**src/hdl/mst_pkg.sv**
```systemverilog
`default_nettype none
// ----------------------------------------------------------------------------
// mst_pkg
// Shared constants, opcodes and control types for the instruction step block.
// ----------------------------------------------------------------------------
package mst_pkg;

    localparam int MEM_BYTES = 16384;
    localparam int NUM_REGS = 32;
    localparam int REG_IDX_W = $clog2(NUM_REGS);
    localparam int WORD_W = 32;
    localparam int CFG_IDX_W = 1;

    localparam logic [WORD_W-1:0] CODE_START_RESET = 32'h0000_0000;
    localparam logic [WORD_W-1:0] DATA_BASE_RESET = 32'h0000_2000;

    localparam logic [5:0] FUNCT_ADD = 6'b100000;
    localparam logic [WORD_W-1:0] JUMP_REGION_MASK = 32'hF000_0000;

    typedef enum logic [CFG_IDX_W-1:0] {
        CFG_CODE_START = 1'b0,
        CFG_DATA_BASE  = 1'b1
    } cfg_index_t;

    typedef enum logic [0:0] {
        FUNC_PRELOAD = 1'b0,
        FUNC_STEP    = 1'b1
    } func_t;

    typedef enum logic [5:0] {
        OP_RTYPE = 6'b000000,
        OP_BGE_A = 6'b000001,
        OP_JUMP  = 6'b000010,
        OP_BGE_B = 6'b000101,
        OP_ADDI  = 6'b001000,
        OP_LB    = 6'b100000,
        OP_LW    = 6'b100011,
        OP_SW    = 6'b101011,
        OP_LA    = 6'b101111
    } opcode_t;

    typedef enum logic [8:0] {
        ST_IDLE      = 9'b000000001,
        ST_FETCH     = 9'b000000010,
        ST_FETCH_END = 9'b000000100,
        ST_DECODE    = 9'b000001000,
        ST_EXEC      = 9'b000010000,
        ST_LOAD      = 9'b000100000,
        ST_LOAD_END  = 9'b001000000,
        ST_STORE     = 9'b010000000,
        ST_FINISH    = 9'b100000000
    } state_t;

    typedef struct packed {
        logic       load_item;
        logic       mem_rd;
        logic       rd_from_ea;
        logic       mem_wr;
        logic [1:0] byte_idx;
        logic       decode;
        logic       exec;
        logic       commit;
    } dp_cmd_t;

    typedef struct packed {
        logic stopped;
        logic word_zero;
        logic bad_op;
        logic is_lb;
        logic is_lw;
        logic is_sw;
    } dp_status_t;

endpackage
`default_nettype wire

```
**src/hdl/mst_ctrl.sv**
```systemverilog
`default_nettype none
// ----------------------------------------------------------------------------
// mst_ctrl
// Sequencer: walks preload store, or fetch, decode, execute, memory access and commit phases.
// ----------------------------------------------------------------------------
module mst_ctrl (
    input  wire logic                 aclk,
    input  wire logic                 aresetn,
    input  wire logic                 s_valid,
    input  wire logic                 s_func,
    output logic                      s_ready,
    output logic                      m_valid,
    input  wire logic                 m_ready,
    output mst_pkg::dp_cmd_t          cmd,
    input  wire mst_pkg::dp_status_t  sts
);

    mst_pkg::state_t state_reg, state_next;
    logic [1:0]      cnt_reg, cnt_next;
    logic            m_valid_reg, m_valid_next;
    logic            out_free;

    assign s_ready  = (state_reg == mst_pkg::ST_IDLE);
    assign m_valid  = m_valid_reg;
    assign out_free = !m_valid_reg || m_ready;

    always_comb begin
        state_next   = state_reg;
        cnt_next     = cnt_reg;
        m_valid_next = m_valid_reg && !m_ready;
        cmd          = '0;
        cmd.byte_idx = cnt_reg;
        unique case (state_reg)
            mst_pkg::ST_IDLE: begin
                if (s_valid) begin
                    cmd.load_item = 1'b1;
                    cnt_next      = 2'd0;
                    if (s_func == mst_pkg::FUNC_PRELOAD) begin
                        state_next = mst_pkg::ST_STORE;
                    end else if (sts.stopped) begin
                        state_next = mst_pkg::ST_FINISH;
                    end else begin
                        state_next = mst_pkg::ST_FETCH;
                    end
                end
            end
            mst_pkg::ST_FETCH: begin
                cmd.mem_rd = 1'b1;
                cnt_next   = cnt_reg + 2'd1;
                if (cnt_reg == 2'd3) begin
                    state_next = mst_pkg::ST_FETCH_END;
                end
            end
            mst_pkg::ST_FETCH_END: begin
                state_next = mst_pkg::ST_DECODE;
            end
            mst_pkg::ST_DECODE: begin
                cmd.decode = 1'b1;
                if (sts.word_zero || sts.bad_op) begin
                    state_next = mst_pkg::ST_FINISH;
                end else begin
                    state_next = mst_pkg::ST_EXEC;
                end
            end
            mst_pkg::ST_EXEC: begin
                cmd.exec = 1'b1;
                cnt_next = 2'd0;
                if (sts.is_lb || sts.is_lw) begin
                    state_next = mst_pkg::ST_LOAD;
                end else if (sts.is_sw) begin
                    state_next = mst_pkg::ST_STORE;
                end else begin
                    state_next = mst_pkg::ST_FINISH;
                end
            end
            mst_pkg::ST_LOAD: begin
                cmd.mem_rd     = 1'b1;
                cmd.rd_from_ea = 1'b1;
                cnt_next       = cnt_reg + 2'd1;
                if (sts.is_lb || cnt_reg == 2'd3) begin
                    state_next = mst_pkg::ST_LOAD_END;
                end
            end
            mst_pkg::ST_LOAD_END: begin
                state_next = mst_pkg::ST_FINISH;
            end
            mst_pkg::ST_STORE: begin
                cmd.mem_wr = 1'b1;
                cnt_next   = cnt_reg + 2'd1;
                if (cnt_reg == 2'd3) begin
                    state_next = mst_pkg::ST_FINISH;
                end
            end
            mst_pkg::ST_FINISH: begin
                if (out_free) begin
                    cmd.commit   = 1'b1;
                    m_valid_next = 1'b1;
                    state_next   = mst_pkg::ST_IDLE;
                end
            end
            default: begin
                state_next = mst_pkg::ST_IDLE;
            end
        endcase
    end

    always_ff @(posedge aclk) begin
        if (!aresetn) begin
            state_reg   <= mst_pkg::ST_IDLE;
            cnt_reg     <= 2'd0;
            m_valid_reg <= 1'b0;
        end else begin
            state_reg   <= state_next;
            cnt_reg     <= cnt_next;
            m_valid_reg <= m_valid_next;
        end
    end

endmodule
`default_nettype wire

```
**config.mk**
```make
export PLATFORM = sky130hd
export DESIGN_NAME = mst_ctrl
export DESIGN_NICKNAME = d
export VERILOG_FILES = /design/src/hdl/mst_pkg.sv /design/src/hdl/mst_ctrl.sv
export SDC_FILE = /design/constraint.sdc
export NUM_CORES = 1
export LEC_CHECK = 0
export BUFFER_PORTS_ARGS = -buffer_cell sky130_fd_sc_hd__clkbuf_2
export CORE_ASPECT_RATIO = 0.9
export CORE_MARGIN = 3
export CORE_UTILIZATION = 50
export CTS_BUF_LIST = sky130_fd_sc_hd__clkbuf_4 sky130_fd_sc_hd__clkbuf_8 sky130_fd_sc_hd__clkbuf_16
export DETAILED_ROUTE_END_ITERATION = 10
export GPL_TIMING_DRIVEN = 0
export PLACE_DENSITY_LB_ADDON = 0.1
export RECOVER_POWER = 25
export SLEW_MARGIN = 20
export SYNTH_ARGS = -nofsm -noshare
export SYNTH_HDL_FRONTEND = slang
export SYNTH_SLANG_ARGS = --single-unit
```
**constraint.sdc**
```tcl
create_clock -name aclk -period 2.77 [get_ports aclk]
set_clock_uncertainty 0.1 [all_clocks]
set_input_delay 0.1385 -clock aclk [delete_from_list [all_inputs] [get_ports aclk]]
set_output_delay 0.1385 -clock aclk [all_outputs]
set_load 0.02 [all_outputs]
```
[Word-level counts from Yosys, hierarchy flattened]
Index checks and enable logic that the tools add are counted.
Storage, ports and cells
  bits in registers: 12
  bits of input ports: 11
  output and inout bits: 11
  logic and storage cells: 55
Cells by class
  add/subtract/negate cells: 1
  equal/unequal tests: 15
  mux-type cells: 24
  reduce and logical (&&, ||, !) cells: 12
Operators by type and width (number)
  $mux 9: 10
  $pmux 9 s9: 1
  $mux 1: 11
  $ne 2x2->1 const B: 5
  $eq 9x1->1 const B: 1
  $eq 9x2->1 const B: 1
  $eq 9x3->1 const B: 1
  $eq 9x4->1 const B: 1
  $eq 9x5->1 const B: 1
  $eq 9x6->1 const B: 1
  $eq 9x7->1 const B: 1
  $eq 9x8->1 const B: 1
  $eq 9x9->1 const B: 1
  $pmux 2 s3: 1
  $reduce_and 5->1: 1
  $logic_or 1x1->1: 4
  $reduce_bool 3->1: 1
  $reduce_or 3->1: 1
  $add 2x1->2 const B: 1
  $eq 2x2->1 const B: 1
  $logic_not 1->1: 2
  $mux 2: 1
  $reduce_and 2->1: 1
  $reduce_or 2->1: 1
  $logic_and 1x1->1: 1

[Longest topological paths before layout]
Gate-level depths: netlist of the first run.
  depth after elaboration: 4
  gate-level depth with buffers: 7
  mapped depth without buffers: 6

[Least setup slack after synthesis of the first run]
No wires, ideal clock.
  kind: register to output
  start point: register state_reg[3]
  end point: output port cmd[0] (netlist name)
  data arrival time: 1.861 ns
  data required time: 2.531 ns
  setup slack: 0.671 ns
  stages on the path, launching flop included: 4
  cells stage by stage: dfxtp_1 > or4_4 > or2_4 > nor4_1
RTL lines
  start, declared: line mst_ctrl.sv:18  | mst_pkg::state_t state_reg, state_next;
  start signal, assigned: line mst_ctrl.sv:109  | state_reg <= mst_pkg::ST_IDLE;
  start signal, assigned: line mst_ctrl.sv:113  | state_reg <= state_next;
  end, declared: line mst_ctrl.sv:14  | output mst_pkg::dp_cmd_t cmd,

[Worst setup path in the final report of the first run]
  start point: register state_reg[3]
  end point: register state_reg[4]
On the way
  longest elaborated chain between the ends: 3
  elaborated cells on any way between the ends: 16
  classes of those cells: eq/ne (14); mux (1); reduce/logical (1)
RTL lines
  $eq 9x6->1 (tied with other cells): line mst_ctrl.sv:33  | unique case (state_reg)
  $ne 2x2->1 (no line)
  $reduce_and 5->1 (no line)
Parallel ways exist; a longest one is shown, timed or not.
A chain may end at the register's enable or synchronous reset.

==> results.toml, run 1 <==
[status]
status = "complete, no violations"

[logic_synthesis]
syn_area_um2 = 890.9
ys_ff_latch = 12
async_flop_share_pct = 0
yosys.area.top_type = "dfxtp_1"
synthFlopType = "dfxtp_1"
synth-warning-count = 0
synth_common_cells = "dfxtp_1 (12), nor2_1 (12), nand2_1 (7)"
syn_inst = 112
synth_edf_count = 0
synth_cell_types = 44
ys_seq_area_share_pct = 26.97
synth_fp_nets = 124
synth_top_cell_area_share_pct = 26.97
synthTopCellsByArea = "dfxtp_1 (27%), nor2_1 (5.1%), nor3b_1 (4.2%)"
synth_area_per_cell_um2 = 7.954

[cts]
clk_pin_slew_worst_paths_ns = 0.07
clkSinkCount = 12
cts_tree = "built"
cts_buffer_depth = 2
htreeDepth = 1
cts_root_buf = "clkbuf_4"
numCtsBuffers = 3
clkLatencyLatePin_ns = 0.27

[routing]
wirelength_um = 2237
drt-pass1-iter-count = 4
ant_nets = 0
vias = 958
drt_iter0_drc = 53
via_per_inst = 6.025
post_drt_wl_per_cell_um = 14.07
drc_errors = 0

[pwr]
seqPwrFrac_pct = 32.3
p_int_mw = 0.3637
switching_power_mw = 0.2673
ir_worst_vdd_v = 0.0004832
p_per_area_nw_per_um2 = 596.8
pwr-share-comb_pct = 50.4
swShare_pct = 42.36
leakage_nw = 0.4218
pwr-share-clk_pct = 17.2

[layout]
finalInstanceArea_um2 = 1057
finalNetCount = 151
multi_input_area_um2 = 606.8
syn2layout_area_growth_pct = 18.68
antennaDiodeCount = 0
largest_register_ffs = 9
fill_cells = 137
drive_above_1_share_pct = 21.90
final-seq-area_um2 = 240.2

[worst_setup_path]
r2r-start = "state_reg[3]"
critPathKind = "flop to flop"
cp.required_ns = 2.84
crit_fanout = 8
cp-startpoint = "state_reg[3]"
critPathArrivalTime_ns = 2.74
endpoint_kind = "flop"
start_kind = "flop"

[placement]
dpl_worst_slack_ns = 0.6793
io_buffers = 21
placed_cell_area_um2 = 1023
hpwlAfterDp_um = 1725
place.gp.congestion = 0.9408

[grt]
grt-ovfl-total = 0
antenna_found_initial = 0
grt_pass1_wl_um = 3877
grtUsageMet3_pct = 6.230
grt_max_degree = 11
use_met2_pct = 34.64
first_global_vias = 849
top_usage_layer = "met2"
grt_usage_pct = 21.97
use_met1_pct = 29.30

[sta]
fin_crit_ns = 2.676
finalMaxSlewViolations = 0
max_freq_mhz = 373.7
tns_ns = 0
rsz0062_at_grt = "false"
min_period_over_period_pct = 96.62
setup_viol = 0
setup_ws_ns = 0.09376
hold_violations = 0
tightest_slew_ns = 0.4156
slew_headroom_pct = 72.04

[floorplanning]
start_util_pct = 57.05
num_io_pins = 22
placementRows = 13
core_um2 = 1562
die_area_um2 = 2325
die_x_um = 50.50
fp.dieH_um = 46.05

[worst_hold_path]
worstHoldPathType = "input pin to flop"
hold_start = "aresetn"

[run]
cap_violations = 0
-- metal layers --
| metal | vias to the layer above | share of wire, % |
|---|---|---|
| met4 | 0 | 0.72 |
| met5 | - | 0 |
| met2 | 50 | 44 |
| met1 | 432 | 46 |
| li1 | 470 | - |
| met3 | 6 | 8.9 |
-- power groups by stage --
stage / Combinational (mW) / Clock, mW / Sequential (mW)
final: 0.318 / 0.109 / 0.204
after global routing: 0.347 / 0.121 / 0.208
after CTS: 0.325 / 0.112 / 0.196
after detailed placement: 0.322 / 0 / 0.200
after global placement: 0.317 / 0 / 0.199
after floorplan: 0.244 / 0 / 0.201
-- worst max-delay path: stages, from the launching register on --
cell,delay (ns)
dfxtp_1,0.39
or4_4,0.58
or4_4,0.57
nand4_4,0.15
or2_2,0.17
nor4b_1,0.06
dlygate4sd3_1,0.55
-- area by class of cell --
type	count	share of cell area, %
plain buffers	6	2.722
clock buffers	3	2.130
inverters	3	1.065
multi-input cells	90	57.40
flip-flops and latches	12	22.72
well taps	22	2.604
repair buffers	23	11.36
-- kinds of logic (layout without fill, tap and decap cells) --
kind of cell               Yosys count  after routing  share of synthesized area, %
xor gates and xnor gates             3              3                         2.950
buffers and inverters               10             35                         4.916
and+or+nand+nor                     64             64                         45.51
adders and majority gates            1              1                         1.404
DFF                                 12             12                         26.97
AOI/OAI and AO/OA                   22             22                         18.26
-- cell usage in the layout, fill, tap and decap left out, drive strengths merged, types with 3 or more instances in the layout --
master | synthesis | final
clkbuf | 4 | 27
nor2 | 12 | 12
dfxtp | 12 | 12
nand2 | 7 | 7
nor3 | 7 | 7
nor2b | 5 | 5
nor3b | 5 | 5
o21ai | 4 | 4
a21oi | 4 | 4
nand2b | 3 | 3
xor2 | 3 | 3
nor4 | 3 | 3
inv | 3 | 3
nor4b | 3 | 3
buf | 3 | 3
nand4 | 3 | 3
-- worst paths after layout --
kind,end,slack (ns),cells after the start
worst min-delay path,m_valid,0.02,2
worst min register to register,cnt_reg[0],0.38,1
worst max register to register,state_reg[4],0.09,6
worst max-delay path,state_reg[4],0.09,6
-- metrics by stage --
stage	utilization (%)	total power [mW]	std cells	hold slack (ns)
floorplan	-	0.4451	112	0.1141
global placement	65.54	0.5165	155	0.2200
detailed placement	65.54	0.5216	155	0.2275
CTS	68.27	0.6330	160	0.01712
global route	67.71	0.6764	159	0.03008
finish	67.71	0.6310	159	0.01936
-- timing repair --
item	4_1_cts	5_1_grt
setup buffers	0	0
hold buffers	2	0
endpoints found under the hold margin	1	0
resized for setup	0	0
setup endpoints to repair	0	1
No activity file was read; power rests on OpenSTA's default activity.
==> inputs of run 2 (changes only) <==
ABC_AREA = 1   (was unset)
==> results.toml, run 2 <==
[logic_synthesis]
ys_seq_area_share_pct = 26.27
synth_top_cell_area_share_pct = 26.27
yosysMostFrequentCell = "inv_1"
syn_area_um2 = 914.6
synth_fp_nets = 145
yosys.area.top_type = "dfxtp_1"
synthTopCellsByArea = "dfxtp_1 (26%), inv_1 (11%), nor2_4 (9.8%)"
synthFlopType = "dfxtp_1"
async_flop_share_pct = 0
synth_edf_count = 0
synth_common_cells = "inv_1 (27), nor2_1 (20), nand2_1 (19)"
synth_cell_types = 22
ys_ff_latch = 12
synth_area_per_cell_um2 = 6.877
synth-warning-count = 0
syn_inst = 133

[sta]
slew_headroom_pct = 77.30
finalMaxSlewViolations = 0
tns_ns = 0
setup_viol = 0
max_freq_mhz = 548.6
tightest_slew_ns = 0.3393
fin_crit_ns = 1.823
rsz0062_at_grt = "false"
min_period_over_period_pct = 65.81
hold_violations = 0

[floorplanning]
die_area_um2 = 2379
core_um2 = 1699
die_x_um = 51.09
fp.dieH_um = 46.58
start_util_pct = 53.83
placementRows = 14
num_io_pins = 22

[run]
cap_violations = 0

[placement]
place.gp.congestion = 0.8156
hpwlAfterDp_um = 1631
placed_cell_area_um2 = 1050
io_buffers = 21

[worst_setup_path]
crit_top_cell = "nor2_1"
critPathArrivalTime_ns = 1.58
critPathKind = "flop to output port"
cp_top_family = "simple AND/OR/NAND/NOR gates"
critPathBufInv = 2
crit_fanout = 5
cp_slowest_stage_delay_ns = 0.37
endpoint_kind = "output port"
cp.required_ns = 2.53
cp_slowest_cell = "dfxtp_1"
start_kind = "flop"
cp_cell_sequence = "nor2_4 -> nand3_4 -> nor2_1 -> nor2_1 -> inv_1 -> clkbuf_2"

[cts]
cts_root_buf = "clkbuf_4"
numCtsBuffers = 3
htreeDepth = 1
clkSinkCount = 12
cts_tree = "built"
clk_pin_slew_worst_paths_ns = 0.09
clkLatencyLatePin_ns = 0.27
hold_buffers = 0
cts_buffer_depth = 2
cts_resized = 0
cts_setup_buffers = 0

[grt]
first_global_vias = 825
antenna_found_initial = 0
grt_max_degree = 11
grt_pass1_wl_um = 3443
grt_usage_pct = 19.48
grt-ovfl-total = 0

[layout]
drive_above_1_share_pct = 31.01
finalInstanceArea_um2 = 1077
layout_common_cells = "inv_1 (27), nor2_1 (22), nand2_1 (19)"
final-seq-area_um2 = 240.2
final_common_cell = "inv_1"
multi_input_area_um2 = 555.5
fin_util_pct = 63.40
largest_register_ffs = 9
fill_cells = 179
syn2layout_area_growth_pct = 17.78
antennaDiodeCount = 0
finalNetCount = 171

[pwr]
power_mw = 1.041
ir_worst_vdd_v = 0.0008147
p_per_area_nw_per_um2 = 966.5
leakage_nw = 0.5649

[routing]
post_drt_wl_per_cell_um = 11.04
wirelength_um = 2010
drc_errors = 0
via_per_inst = 4.819
vias = 877
ant_nets = 0
drt_iter0_drc = 22
drt-pass1-iter-count = 4

[status]
status = "complete, no violations"

[worst_hold_path]
worstHoldPathType = "input pin to flop"
## run 2: changes by cell type in the layout (fill, tap and decap cells not counted), moves of 4 or more
cell / change
nand2_4: +5
nand3_1: +13
nor3b_1: -5
nor2_4: +8
clkbuf_1: -4
nor2_1: +10
nand2_1: +12
inv_1: +24
nor3_1: -4
nor2b_1: -5
## run 2: kinds of logic after synthesis
group	Yosys count	synth area share, %
AOI/OAI and AO/OA	8	5.882
adders and majority gates	1	1.368
buffers and inverters	30	12.45
DFF	12	26.27
and+or+nand+nor	82	54.04
## run 2: path summary, 6_finish.rpt
path                                   start            to  slack (ns)  cells after the start
worst max register to register  state_reg[7]  state_reg[8]        1.10                     10
worst max-delay path            state_reg[7]        cmd[7]        0.95                      6
worst min-delay path                 aresetn       m_valid       0.006                      3
worst min register to register    cnt_reg[1]    cnt_reg[1]        0.39                      2
## run 2: final cells by class
cell class,count,area share (%)
Tap cell,24,2.787
Clock buffer,4,3.368
Multi-Input combinational cell,91,51.57
Timing Repair Buffer,21,9.408
Inverter,29,10.10
Buffer,1,0.4646
Sequential cell,12,22.30
## run 2: layer usage
metal | track usage (%) | wire [µm]
met3 | 4.207 | 124
met2 | 34.45 | 937
met4 | 6.989 | 8
met1 | 23.37 | 940
met5 | 0 | 0
## run 2: stage by stage
step	hold slack, ns	worst slack, ns	std cells
CTS	0.008051	1.021	182
detailed placement	0.2977	1.216	178
floorplan	0.1701	1.252	133
global placement	0.2950	1.236	178
finish	0.006361	0.9470	182
global route	0.01181	0.7725	182
## run 2: tightest hold or removal path, stage by stage
cell	delay, ns
clkbuf_2	0.09
inv_1	0.07
a21oi_1	0.04
## run 2: power by group
group / switching (mW) / internal, mW
clock: 0.0640 / 0.0798
combinational: 0.428 / 0.216
sequential: 0.0445 / 0.209
total: 0.536 / 0.505
==> inputs of run 3 (changes only) <==
ABC_AREA = 0   (was 1)
clock period = 1.8 ns   (was 2.77 ns; I/O delays follow)
==> results.toml, run 3 (synthesis gave the netlist of run 1 again) <==
[layout]
antennaDiodeCount = 0
largest_register_ffs = 9
finalInstanceArea_um2 = 1314
final-seq-area_um2 = 246.5
drive_above_1_share_pct = 43.75
fill_cells = 99
layout.cells.non_filler = 166
finalNetCount = 158
final_common_cell = "clkbuf_2"
syn2layout_area_growth_pct = 47.47
multi_input_area_um2 = 757.0
layout_common_cells = "clkbuf_2 (17), nor2_1 (10), buf_4 (9)"

[worst_setup_path]
crit_top_cell = "or4_4"
reg2regPathDepth = 5
critPathKind = "flop to flop"
r2r_slack_ns = -0.20
start_kind = "flop"
r2r-end = "state_reg[6]"
cp_slowest_cell = "or4_4"
critPathCapture = "state_reg[6]"
endpoint_kind = "flop"
cp.required_ns = 1.87
r2r-start = "state_reg[1]"
crit_fanout = 6
cp_slowest_stage_delay_ns = 0.57
cp_cell_sequence = "or4_4 -> or4_4 -> nand4_4 -> or2_4 -> nor3_1"
cp-startpoint = "state_reg[1]"
critPathArrivalTime_ns = 2.06

[pwr]
ir_worst_vdd_v = 0.0006936
leakage_nw = 0.5135
p_per_area_nw_per_um2 = 912.6

[sta]
finalMaxSlewViolations = 0
setup_viol = 17
hold_violations = 0
setup_ws_ns = -0.1976
tightest_slew_ns = 0.4433
max_freq_mhz = 500.6
fin_crit_ns = 1.998
min_period_over_period_pct = 111.0
tns_ns = -1.921
slew_headroom_pct = 70.18
hold_ws_ns = 0.009211
rsz0062_at_grt = "true"

[floorplanning]
start_util_pct = 57.05
die_x_um = 50.50
num_io_pins = 22
die_area_um2 = 2325
core_um2 = 1562
fp.dieH_um = 46.05
placementRows = 13

[placement]
hpwlAfterDp_um = 1765
place.gp.congestion = 0.9239
dpl_worst_slack_ns = -0.1978
placed_cell_area_um2 = 1054
io_buffers = 21
placed_cells = 155

[routing]
wirelength_um = 2750
via_per_inst = 6.373
drc_errors = 0
drt_iter0_drc = 39
ant_nets = 0
drt-pass1-iter-count = 4
vias = 1058
post_drt_wl_per_cell_um = 16.57

[grt]
grt-ovfl-total = 0
grt_max_degree = 11
first_global_vias = 942
antenna_found_initial = 0
grt_usage_pct = 23.74
grt_pass1_wl_um = 4057

[cts]
numCtsBuffers = 3
clkSinkCount = 12
clkLatencyLatePin_ns = 0.28
cts_root_buf = "clkbuf_4"
cts_buffer_depth = 2
cts_tree = "built"
clk_pin_slew_worst_paths_ns = 0.08
htreeDepth = 1

[status]
failed_checks = "negative setup slack"
status = "complete, but fails checks"

[run]
cap_violations = 0

[worst_hold_path]
worstHoldPathType = "input pin to flop"
run 3: metal layers:
metal / up-vias / track usage (%) / wire (µm)
met4: 0 / 7.527 / 98
met2: 66 / 44.53 / 1282
met1: 489 / 26.63 / 1110
met3: 14 / 5.902 / 258
li1: 489 / - / -
met5: - / 0 / 0
run 3: power by group:
part | internal [mW] | switching [mW] | total [mW] | leakage [nW]
clock network | 0.0778 | 0.0957 | 0.173 | 0.0138
registers | 0.291 | 0.0447 | 0.336 | 0.0997
logic | 0.315 | 0.375 | 0.690 | 0.400
total | 0.684 | 0.515 | 1.20 | 0.513
run 3: worst min-delay path by stage:
stage / startpoint / endpoint / cells after the start
finish: s_func / state_reg[8] / 3
global route: s_func / state_reg[8] / 3
CTS: s_func / state_reg[8] / 3
detailed placement: sts[3] / state_reg[4] / 2
global placement: sts[3] / state_reg[4] / 2
floorplan: sts[3] / state_reg[4] / 1
run 3: final cells by class:
class	count	share of cell area (%)
buffer	5	3.048
clock buffer	3	1.714
inverter	3	0.8571
multi-input combinational	90	57.62
sequential	12	18.76
tap	22	2.095
timing repair buffer	31	15.90
run 3: timing repair:
action / CTS / global route
hold buffers: 4 / 0
gates resized for setup: 14 / 27
endpoints found under the hold margin: 5 / 0
buffers inserted: 3 / 3
pin swaps: 7 / 10
setup endpoints to repair: 19 / 19
run 3: per-stage QoR:
stage               power, mW  utilization (%)
floorplan              0.7121                -
global placement       0.8232            67.47
detailed placement     0.8288            67.47
CTS                     1.062            76.92
global route            1.260            84.13
finish                  1.199            84.13
run 3: worst max-delay path: cells and delay by family (launching register included):
family	cells	cell delay, ns
and+or+nand+nor	5	1.46
DFF	1	0.31
